**src/rtl/core/pfc_pkg.sv**
```systemverilog
package pfc_pkg;

    localparam int SquareCells = 25;
    localparam int Alphabet    = 26;

    localparam logic [4:0] LETTER_I   = 5'd8;
    localparam logic [4:0] LETTER_J   = 5'd9;
    localparam logic [4:0] LETTER_X   = 5'd23;
    localparam logic [4:0] LETTER_Z   = 5'd25;
    localparam logic [4:0] CELL_COUNT = 5'd25;
    localparam logic [2:0] SIDE_LAST  = 3'd4;

    typedef enum logic [1:0] {
        CMD_KEY      = 2'd0,
        CMD_KEY_DONE = 2'd1,
        CMD_PLAIN    = 2'd2,
        CMD_END      = 2'd3
    } t_cmd;

    // controller -> datapath strobes
    typedef struct packed {
        logic accept;
        logic walk_step;
        logic pos_rd_second;
        logic cap_p1;
        logic calc;
        logic sq_rd_second;
        logic cap_c1;
        logic cap_c2;
        logic out_load;
        logic out_last;
    } t_dp_ctl;

    // datapath -> controller status
    typedef struct packed {
        logic go_fill;
        logic go_pair;
        logic walk_last;
        logic out_free;
    } t_dp_stat;

    function automatic logic [2:0] pfc_row(input logic [4:0] p);
        logic [2:0] r;
        if (p >= 5'd20) begin
            r = 3'd4;
        end else if (p >= 5'd15) begin
            r = 3'd3;
        end else if (p >= 5'd10) begin
            r = 3'd2;
        end else if (p >= 5'd5) begin
            r = 3'd1;
        end else begin
            r = 3'd0;
        end
        return r;
    endfunction

    function automatic logic [4:0] pfc_cell(input logic [2:0] r, input logic [2:0] c);
        return ({2'b00, r} * 5'd5) + {2'b00, c};
    endfunction

    function automatic logic [2:0] pfc_col(input logic [4:0] p);
        logic [4:0] base;
        base = pfc_cell(pfc_row(p), 3'd0);
        return 3'(p - base);
    endfunction

    function automatic logic [2:0] pfc_wrap_inc(input logic [2:0] x);
        return (x == SIDE_LAST) ? 3'd0 : x + 3'd1;
    endfunction

endpackage

```
**src/rtl/core/pfc_datapath.sv**
```systemverilog
module pfc_datapath (
    input  logic              i_clk,
    input  logic              i_rst_n,
    input  logic [1:0]        i_cmd,
    input  logic [4:0]        i_letter,
    input  logic              i_stall,
    input  pfc_pkg::t_dp_ctl  i_ctl,
    output pfc_pkg::t_dp_stat o_stat,
    output logic              o_valid,
    output logic [4:0]        o_cipher_letter,
    output logic              o_last_of_run
);
    import pfc_pkg::*;

    t_cmd       cmd;
    logic [4:0] ltr_m;
    logic       ltr_ok;
    logic       key_place;
    logic       walk_place;
    logic [4:0] place_ltr;
    logic       do_place;
    logic [4:0] pos_addr;
    logic [4:0] sq_addr;

    logic [4:0] r_square [SquareCells];
    logic [4:0] r_pos [Alphabet];
    logic [4:0] r_sq_q;
    logic [4:0] r_pos_q;

    logic [25:0] r_used;
    logic [4:0]  r_fill;
    logic [4:0]  r_walk;
    logic [4:0]  r_pend_ltr;
    logic        r_pend_valid;
    logic [4:0]  r_first;
    logic [4:0]  r_second;
    logic [4:0]  r_p1;
    logic [4:0]  r_idx1;
    logic [4:0]  r_idx2;
    logic [4:0]  r_c1;
    logic [4:0]  r_c2;
    logic        r_out_valid;
    logic [4:0]  r_out_ltr;
    logic        r_out_last;

    logic [2:0] row1, col1, row2, col2;
    logic [4:0] n_idx1, n_idx2;

    always_comb begin
        cmd        = t_cmd'(i_cmd);
        ltr_m      = (i_letter == LETTER_J) ? LETTER_I : i_letter;
        ltr_ok     = (i_letter <= LETTER_Z);
        key_place  = i_ctl.accept && (cmd == CMD_KEY) && ltr_ok;
        walk_place = i_ctl.walk_step && (r_walk != LETTER_J);
        place_ltr  = i_ctl.walk_step ? r_walk : ltr_m;
        do_place   = (key_place || walk_place) && (r_fill != CELL_COUNT)
                     && !r_used[place_ltr];
        pos_addr   = i_ctl.pos_rd_second ? r_second : r_first;
        sq_addr    = i_ctl.sq_rd_second ? r_idx2 : r_idx1;
    end

    always_comb begin
        o_stat.go_fill   = (cmd == CMD_KEY_DONE);
        o_stat.go_pair   = r_pend_valid
                           && (((cmd == CMD_PLAIN) && ltr_ok) || (cmd == CMD_END));
        o_stat.walk_last = (r_walk == LETTER_Z);
        o_stat.out_free  = !r_out_valid || !i_stall;
    end

    // digraph rules on the two cell positions
    always_comb begin
        row1 = pfc_row(r_p1);
        col1 = pfc_col(r_p1);
        row2 = pfc_row(r_pos_q);
        col2 = pfc_col(r_pos_q);
        if (row1 == row2) begin
            n_idx1 = pfc_cell(row1, pfc_wrap_inc(col1));
            n_idx2 = pfc_cell(row2, pfc_wrap_inc(col2));
        end else if (col1 == col2) begin
            n_idx1 = pfc_cell(pfc_wrap_inc(row1), col1);
            n_idx2 = pfc_cell(pfc_wrap_inc(row2), col2);
        end else begin
            n_idx1 = pfc_cell(row1, col2);
            n_idx2 = pfc_cell(row2, col1);
        end
    end

    always_ff @(posedge i_clk) begin
        if (do_place) begin
            r_square[r_fill]  <= place_ltr;
            r_pos[place_ltr]  <= r_fill;
        end
        r_pos_q <= r_pos[pos_addr];
        r_sq_q  <= r_square[sq_addr];
    end

    always_ff @(posedge i_clk) begin
        if (!i_rst_n) begin
            r_used       <= '0;
            r_fill       <= '0;
            r_pend_ltr   <= '0;
            r_pend_valid <= 1'b0;
            r_out_valid  <= 1'b0;
        end else begin
            if (do_place) begin
                r_used[place_ltr] <= 1'b1;
                r_fill            <= r_fill + 5'd1;
            end
            if (i_ctl.accept) begin
                if (cmd == CMD_PLAIN && ltr_ok) begin
                    if (!r_pend_valid) begin
                        r_pend_ltr   <= ltr_m;
                        r_pend_valid <= 1'b1;
                    end else if (r_pend_ltr != ltr_m) begin
                        r_pend_valid <= 1'b0;
                    end
                end else if (cmd == CMD_END) begin
                    r_pend_valid <= 1'b0;
                end
            end
            if (i_ctl.out_load) begin
                r_out_valid <= 1'b1;
            end else if (!i_stall) begin
                r_out_valid <= 1'b0;
            end
        end
    end

    always_ff @(posedge i_clk) begin
        if (i_ctl.accept && cmd == CMD_KEY_DONE) begin
            r_walk <= '0;
        end else if (i_ctl.walk_step) begin
            r_walk <= r_walk + 5'd1;
        end
        if (i_ctl.accept && o_stat.go_pair) begin
            r_first <= r_pend_ltr;
            // a doubled letter, or message end, pairs with X
            r_second <= (cmd == CMD_PLAIN && r_pend_ltr != ltr_m) ? ltr_m : LETTER_X;
        end
        if (i_ctl.cap_p1) begin
            r_p1 <= r_pos_q;
        end
        if (i_ctl.calc) begin
            r_idx1 <= n_idx1;
            r_idx2 <= n_idx2;
        end
        if (i_ctl.cap_c1) begin
            r_c1 <= r_sq_q;
        end
        if (i_ctl.cap_c2) begin
            r_c2 <= r_sq_q;
        end
        if (i_ctl.out_load) begin
            r_out_ltr  <= i_ctl.out_last ? r_c2 : r_c1;
            r_out_last <= i_ctl.out_last;
        end
    end

    assign o_valid         = r_out_valid;
    assign o_cipher_letter = r_out_ltr;
    assign o_last_of_run   = r_out_last;

endmodule

```
**src/rtl/core/pfc_ctrl.sv**
```systemverilog
module pfc_ctrl (
    input  logic              i_clk,
    input  logic              i_rst_n,
    input  logic              i_valid,
    input  pfc_pkg::t_dp_stat i_stat,
    output pfc_pkg::t_dp_ctl  o_ctl,
    output logic              o_busy
);
    import pfc_pkg::*;

    typedef enum logic [3:0] {
        ST_IDLE,
        ST_FILL,
        ST_RD1,
        ST_RD2,
        ST_CALC,
        ST_CL1,
        ST_CL2,
        ST_CL3,
        ST_EM1,
        ST_EM2
    } t_state;

    t_state r_state;
    t_state n_state;

    always_comb begin
        o_ctl   = '0;
        n_state = r_state;
        case (r_state)
            ST_IDLE: begin
                o_ctl.accept = i_valid;
                if (i_valid) begin
                    if (i_stat.go_fill) begin
                        n_state = ST_FILL;
                    end else if (i_stat.go_pair) begin
                        n_state = ST_RD1;
                    end
                end
            end
            ST_FILL: begin
                o_ctl.walk_step = 1'b1;
                if (i_stat.walk_last) begin
                    n_state = ST_IDLE;
                end
            end
            ST_RD1: begin
                n_state = ST_RD2;
            end
            ST_RD2: begin
                o_ctl.pos_rd_second = 1'b1;
                o_ctl.cap_p1        = 1'b1;
                n_state             = ST_CALC;
            end
            ST_CALC: begin
                o_ctl.calc = 1'b1;
                n_state    = ST_CL1;
            end
            ST_CL1: begin
                n_state = ST_CL2;
            end
            ST_CL2: begin
                o_ctl.sq_rd_second = 1'b1;
                o_ctl.cap_c1       = 1'b1;
                n_state            = ST_CL3;
            end
            ST_CL3: begin
                o_ctl.cap_c2 = 1'b1;
                n_state      = ST_EM1;
            end
            ST_EM1: begin
                if (i_stat.out_free) begin
                    o_ctl.out_load = 1'b1;
                    n_state        = ST_EM2;
                end
            end
            ST_EM2: begin
                if (i_stat.out_free) begin
                    o_ctl.out_load = 1'b1;
                    o_ctl.out_last = 1'b1;
                    n_state        = ST_IDLE;
                end
            end
            default: begin
                n_state = ST_IDLE;
            end
        endcase
    end

    always_ff @(posedge i_clk) begin
        if (!i_rst_n) begin
            r_state <= ST_IDLE;
        end else begin
            r_state <= n_state;
        end
    end

    assign o_busy = (r_state != ST_IDLE);

endmodule

```
**src/rtl/core/playfair_digraph_cipher.sv**
```systemverilog
// Playfair encipher block.
// Input words (i_cmd, i_letter) arrive on i_valid/o_stall: key letter, key done,
// plaintext letter, message end. Output words (o_cipher_letter, o_last_of_run)
// leave on o_valid/i_stall; each digraph gives two words, the second with
// o_last_of_run set.
// Key letters, and plaintext letters that only open a digraph, are taken
// without raising o_stall. Key done walks the alphabet through the placement
// logic one letter a cycle. A word that closes a digraph runs through two
// position reads, a rule stage and two square reads (single-port arrays);
// the two cipher letters are then loaded in turn, and the next input word
// is taken the cycle after the second is loaded.
// A one-word output register holds a stalled result; the sequencer waits for
// it to free up before loading the next letter, then takes new input while
// the last letter still waits.
// Reset clears the used-letter mask, fill count, open digraph and output
// valid; the square must be rebuilt with key letters and key done.
module playfair_digraph_cipher (
    input  logic       i_clk,
    input  logic       i_rst_n,
    input  logic       i_valid,
    output logic       o_stall,
    input  logic [1:0] i_cmd,
    input  logic [4:0] i_letter,
    output logic       o_valid,
    input  logic       i_stall,
    output logic [4:0] o_cipher_letter,
    output logic       o_last_of_run
);
    import pfc_pkg::*;

    t_dp_ctl  ctl;
    t_dp_stat stat;
    logic     busy;

    pfc_ctrl u_ctrl (
        .i_clk   (i_clk),
        .i_rst_n (i_rst_n),
        .i_valid (i_valid),
        .i_stat  (stat),
        .o_ctl   (ctl),
        .o_busy  (busy)
    );

    pfc_datapath u_datapath (
        .i_clk           (i_clk),
        .i_rst_n         (i_rst_n),
        .i_cmd           (i_cmd),
        .i_letter        (i_letter),
        .i_stall         (i_stall),
        .i_ctl           (ctl),
        .o_stat          (stat),
        .o_valid         (o_valid),
        .o_cipher_letter (o_cipher_letter),
        .o_last_of_run   (o_last_of_run)
    );

    assign o_stall = busy;

`ifndef SYNTHESIS
    // never overwrite a word the receiver has not taken
    a_no_overwrite: assert property (@(posedge i_clk) disable iff (!i_rst_n)
        ctl.out_load |-> (!o_valid || !i_stall))
        else $error("output word overwritten while stalled");

    // second letter of a digraph frees the input side
    a_done_after_last: assert property (@(posedge i_clk) disable iff (!i_rst_n)
        (ctl.out_load && ctl.out_last) |=> !o_stall)
        else $error("input not freed after digraph");

    // rule stage follows the first position capture
    a_calc_order: assert property (@(posedge i_clk) disable iff (!i_rst_n)
        ctl.calc |-> $past(ctl.cap_p1))
        else $error("rule stage out of order");

    // an accepted word closing a digraph starts the sequence
    a_pair_start: assert property (@(posedge i_clk) disable iff (!i_rst_n)
        (ctl.accept && stat.go_pair && !stat.go_fill) |=> o_stall)
        else $error("digraph not started");
`endif

endmodule
```
**config.mk**
```make
export PLATFORM = sky130hd
export DESIGN_NAME = playfair_digraph_cipher
export DESIGN_NICKNAME = d
export VERILOG_FILES = /design/src/rtl/core/pfc_pkg.sv /design/src/rtl/core/pfc_datapath.sv /design/src/rtl/core/pfc_ctrl.sv /design/src/rtl/core/playfair_digraph_cipher.sv
export SDC_FILE = /design/constraint.sdc
export NUM_CORES = 1
export LEC_CHECK = 0
export BUFFER_PORTS_ARGS = -buffer_cell sky130_fd_sc_hd__buf_2
export CORE_UTILIZATION = 35
export DETAILED_ROUTE_END_ITERATION = 12
export GPL_ROUTABILITY_DRIVEN = 0
export SYNTH_ARGS = -nofsm -noshare
export SYNTH_HDL_FRONTEND = slang
export SYNTH_HIERARCHICAL = 1
export SYNTH_SLANG_ARGS = --single-unit
```
**constraint.sdc**
```tcl
create_clock -name i_clk -period 9 [get_ports i_clk]
set_input_delay 0.45 -clock i_clk [delete_from_list [all_inputs] [get_ports i_clk]]
set_output_delay 0.45 -clock i_clk [all_outputs]
set_load 0.03 [all_outputs]
```
; ---- Word level (Yosys, flattened, before mapping)
; Memories as Yosys holds them, arrays and structs flattened. A register that Yosys moved wholly into a read port is not among the register bits.
; Index checks and enable logic that the tools add are counted.
[word_totals]
mem_count = 2
latch_bits = 0
register_bits = 88
romBits = 0
ramBits = 255
[mem_list]
columns = memory, words, word_bits, rd, rd_ports_with_merged_regs, write_ports, line_no
row1 = u_datapath.r_pos, 26, 5, 1, 1, 1, pfc_datapath.sv:26  ; logic [4:0] r_pos [Alphabet];
row2 = u_datapath.r_square, 25, 5, 1, 1, 1, pfc_datapath.sv:25  ; logic [4:0] r_square [SquareCells];
[op_classes]
n_bitwise = 2
n_eq_ne = 29
shift = 0
n_addsub = 14
reduce_logical = 24
n_lt_le_gt_ge = 11
n_mul = 4
div_mod_pow = 0
n_mux = 50
[ops]
columns = op, n
row1 = 5-bit 2-to-1 mux, 9
row2 = 4-bit one-hot mux with 10 select lines, 1
row3 = 5-bit by 3-bit adder with 5-bit output, 6
row4 = 3-bit 2-to-1 mux, 10
row5 = 26-bit bitwise OR, 1
row6 = 4-bit 2-to-1 mux, 6
row7 = "5-bit by 4-bit greater-or-equal comparator with 1-bit output, second input constant", 4
row8 = "3-bit by 3-bit multiplier with 5-bit output, second input constant", 4
row9 = 1-bit 2-to-1 mux, 18
row10 = "4-bit by 3-bit == test with 1-bit output, second input constant", 4
row11 = "3-bit by 1-bit adder with 3-bit output, second input constant", 4
row12 = "3-bit == test, second input constant", 4
row13 = 1-bit logical AND, 11
row14 = "5-bit by 1-bit adder with 5-bit output, second input constant", 2
row15 = "5-bit by 3-bit greater-or-equal comparator with 1-bit output, second input constant", 2
row16 = "5-bit greater-or-equal comparator, second input constant", 2
row17 = "4-bit by 2-bit == test with 1-bit output, second input constant", 2
row18 = "4-bit == test, second input constant", 2
row19 = "2-bit != test, second input constant", 4
row20 = 3-bit == test, 2
row21 = "5-bit by 6-bit less-than comparator with 1-bit output, second input constant", 1
row22 = 2-bit 2-to-1 mux, 3
row23 = 3-bit subtractor, 2
row24 = 1-bit binary-select mux with 5-bit select, 1
row25 = 24 further kinds, 29

; ---- Logic depth before layout (Yosys ltp)
[depth]
word_depth = 11
ltp_mapped = 19

; ---- By module
; The synthesis kept the hierarchy.
[by_module_without_submodules]
columns = module, instances, area_per_inst_um2, cells_per_inst, seq_area_each_um2
row1 = pfc_datapath, 1, 15627.5, 1044, 9949.5
row2 = pfc_ctrl, 1, 376.6, 44, 80.1

; ---- Worst setup path after synthesis
; No wires, ideal clock.
[synth_path]
kind = register to register
from = reg u_ctrl.r_state[2]
to = mem u_datapath.r_pos[10][0], enable pin
arrival_time_ns = 3.786
path_slack_ns = 4.833
synth_period_minus_slack_ns = 4.167
path_buffers = 4
path_stages_with_launch = 13
setup_ns = 0.381
cell_sequence = dfxtp_1 -> buf_6 -> nor4b_2 -> buf_1 -> mux2i_1 -> inv_2 -> mux4_2 -> a32oi_1 -> nand3_2 -> or4_4 -> buf_6 -> buf_2 -> nor4_1
[synth_lines]
columns = item, line_no
row1 = from (decl), pfc_ctrl.sv:24  ; t_state r_state;
row2 = from (signal assigned), pfc_ctrl.sv:94  ; r_state <= n_state;
row3 = to (decl), pfc_datapath.sv:26

==> flow_metrics.env <==
export IMPL_cp_required_ns=9.14
export IMPL_htree_levels=2
export IMPL_synth_top_area_cell="edfxtp_1"
export IMPL_wl_per_cell_um=20.04
export IMPL_yosysMostFrequentCell="edfxtp_1"
export IMPL_grt_antenna_before_repair=0
export IMPL_worst_slack_ns=3.633
export IMPL_swShare=0.2244
export IMPL_die_y_um=215.8
export IMPL_vias_per_cell=5.335
export IMPL_route_met3_wl_mm=1.702
export IMPL_hold_violations=0
export IMPL_design_area_um2=17940
export IMPL_relSlewSlack=0.2765
export IMPL_grt_pass1_vias=9432
export IMPL_wl_met1_mm=15.59
export IMPL_async_flop_share=0
export IMPL_routed_wl_met2_mm=16.53
export IMPL_yosys_top_cells_count="edfxtp_1, nand2_1, dfxtp_1"
export IMPL_synth_top_area_frac=0.5554
export IMPL_highest_layer="met4"
export IMPL_crit_fanout=44
export IMPL_start_util=0.3580
export IMPL_cts_clk_slew_worst_paths_ns=0.06
export IMPL_synthTopCellsByArea="edfxtp_1, mux4_2, dfxtp_1"
export IMPL_nFillCells=4081
export IMPL_pin_count=19
export IMPL_grt_max_degree=45
export IMPL_grt_ovfl_total=0
export IMPL_tightest_slew_ns=1.077
export IMPL_ant_nets=0
export IMPL_cts_root_buf="clkbuf_16"
export IMPL_drive_above_1_share=0.1811
export IMPL_synth_avg_cell_area_um2=14.71
export IMPL_status="finished clean"
export IMPL_vdd_drop_max_mv=0.1107
export IMPL_ys_flop_type="edfxtp_1"
export IMPL_combPwrFrac=0.056
export IMPL_synthDistinctLibCells=78
export IMPL_p_switching_mw=0.7739
export IMPL_seqPwrFrac=0.522
export IMPL_area_growth_synth_to_final_pct=12.09
export IMPL_nets=1160
export IMPL_drtIter0Drc=706
export IMPL_clock_power_share=0.422
export IMPL_syn_nets=1145
export IMPL_layout_cells_non_filler=1724
export IMPL_cp_arrival_ns=5.51
export IMPL_groute_usage_overall=0.1498
export IMPL_drv_cap=0
export IMPL_port_buffers=18
export IMPL_ys_ff_latch=353
export IMPL_cellPowerDensity_nw_per_um2=192.3
export IMPL_cts_setup_buffers=0
export IMPL_vias=9197
export IMPL_finalCritPeriodShare=0.5963
export IMPL_p_int_mw=2.675
export IMPL_routed_wl_mm=34.55
export IMPL_cts_tree="yes"
export IMPL_yosysSeqAreaShare=0.6267
export IMPL_fin_setup_tns_ns=0
export IMPL_hold_buffers=0
export IMPL_numCtsBuffers=38
export IMPL_period_needed_ns=5.367
export IMPL_end_kind="flop"
export IMPL_synth_edf_count=296
export IMPL_dpl_cell_count=1655
export IMPL_rsz0062_at_grt="false"
export IMPL_slew_viol_final=0
export IMPL_drtPass1Iterations=5
export IMPL_fin_skew_ns=0.01952
export IMPL_crit_path_start_kind="flop"
export IMPL_path_class="flop to flop"
export IMPL_drc=0
export IMPL_clk_latency_ns=0.53
export IMPL_die_area_um2=46580
export IMPL_leakage_nw=6.480
export IMPL_syn_area_um2=16000
export IMPL_setup_viol=0
export IMPL_dpl_hpwl_mm=22.25
export IMPL_ys_warn_count=6
export IMPL_place_area_um2=16780
export IMPL_fmax_mhz=186.3
export IMPL_num_rows=77
export IMPL_grt_first_pass_wirelength_mm=54.32
export IMPL_die_w_um=215.8
export IMPL_core_area_um2=44700
export IMPL_worstHoldPathType="primary input to flop"
export IMPL_cts_resized=0
export IMPL_diodes=0
export IMPL_clockBufferDepth=3
export IMPL_syn_inst=1088
export IMPL_preCtsSetupSlack_ns=3.621
export IMPL_cts_sinks=353
-- registers in the layout, indices dropped and copies added (netlist names) --
| name | cells |
|---|---|
| u_datapath/o_cipher_letter | 5 |
| u_datapath/r_walk | 5 |
| u_datapath/o_valid | 1 |
| u_datapath/r_pend_ltr | 5 |
| u_datapath/r_idx2 | 5 |
| u_datapath/r_first | 5 |
| u_datapath/r_idx1 | 5 |
| u_datapath/r_pos_q | 5 |
| u_datapath/r_pend_valid | 1 |
| u_datapath/r_second | 5 |
| u_datapath/r_c2 | 5 |
| u_ctrl/r_state | 4 |
| u_datapath/r_pos | 130 |
| u_datapath/r_p1 | 5 |
| u_datapath/r_square | 125 |
| u_datapath/r_sq_q | 5 |
| u_datapath/r_used | 26 |
| u_datapath/r_fill | 5 |
| u_datapath/o_last_of_run | 1 |
| u_datapath/r_c1 | 5 |
-- final timing paths --
| path | startpoint | end | slack, ns | depth (start not counted) |
|---|---|---|---|---|
| worst max-delay path | u_ctrl/r_state[0]$_SDFFE_PN0P_ | u_datapath/r_pos[7][4]$_DFFE_PP_ | 3.63 | 10 |
| worst min-delay path | i_stall | u_datapath/o_valid$_SDFFE_PN0P_ | 0.17 | 3 |
| worst max register to register | u_ctrl/r_state[0]$_SDFFE_PN0P_ | u_datapath/r_pos[7][4]$_DFFE_PP_ | 3.63 | 10 |
| worst min register to register | u_datapath/r_sq_q[3]$_DFF_P_ | u_datapath/r_c1[3]$_DFFE_PP_ | 0.43 | 0 |
-- per-stage QoR --
| stage | hold WS, ns | power (mW) | util |
|---|---|---|---|
| detailed placement | 0.4152 | 2.030 | 0.3753 |
| finish | 0.1682 | 3.449 | 0.4013 |
| global route | 0.1693 | 3.573 | 0.4013 |
| CTS | 0.1474 | 3.482 | 0.4013 |
| floorplan | 0.4037 | 1.969 | - |
| global placement | 0.4064 | 2.028 | 0.3753 |
-- layout make-up --
| class | instances | area [um2] | share of cell area |
|---|---|---|---|
| Clock buffer | 48 | 1008 | 0.05622 |
| Clock inverter | 21 | 152.6 | 0.008509 |
| Inverter | 29 | 108.9 | 0.006068 |
| Multi-Input combinational cell | 641 | 5640 | 0.3144 |
| Sequential cell | 353 | 10030 | 0.5592 |
| Tap cell | 592 | 740.7 | 0.04129 |
| Timing Repair Buffer | 40 | 255.2 | 0.01423 |
-- kinds of logic after synthesis --
kind of cell               after synthesis  synth area share
DFF                                    353            0.6267
and+or+nand+nor                        283           0.09256
AOI/OAI and AO/OA                      159           0.07693
muxes                                  121            0.1196
buffers and inverters                   94           0.02603
adders and majority gates               47           0.04034
xor gates and xnor gates                31           0.01782
-- worst max-delay path: stages (launching register included) --
cell     delay (ns)
dfxtp_1        0.59
nor4b_4        0.27
buf_4          0.29
nand2_1        0.14
o21a_2         0.25
inv_2          0.67
mux4_2         0.59
a32oi_1        0.27
nand3_2        0.19
or4_4          0.84
nor4_1         0.84
-- placed cells by master, fill, tap and decap left out, drive strengths merged, types with 13 or more instances in the layout --
cell / count
edfxtp: 296
inv: 31
buf: 40
mux2i: 45
a21oi: 33
and2: 32
clkinv: 14
and3: 26
ha: 38
clkbuf: 48
nand2: 85
nor3: 23
a211oi: 22
o21ai: 16
o41ai: 17
mux2: 22
nor4: 13
mux4: 54
dfxtp: 57
nor2: 51
xor2: 18
nand2b: 14
-- power groups by stage --
stage                     Sequential, mW  Clock, mW  Combinational [mW]
after floorplan                     1.83          0               0.138
after global placement              1.83          0               0.194
after detailed placement            1.83          0               0.196
after CTS                           1.80       1.49               0.196
after global routing                1.80       1.56               0.217
final                               1.80       1.45               0.195
-- layer usage --
| layer | GRT usage | vias to the layer above |
|---|---|---|
| met5 | 0 | - |
| met4 | 0.04965 | 0 |
| met3 | 0.02537 | 56 |
| met2 | 0.2415 | 228 |
| met1 | 0.2047 | 4650 |
| li1 | - | 4263 |
No activity file was read; power rests on OpenSTA's default activity.
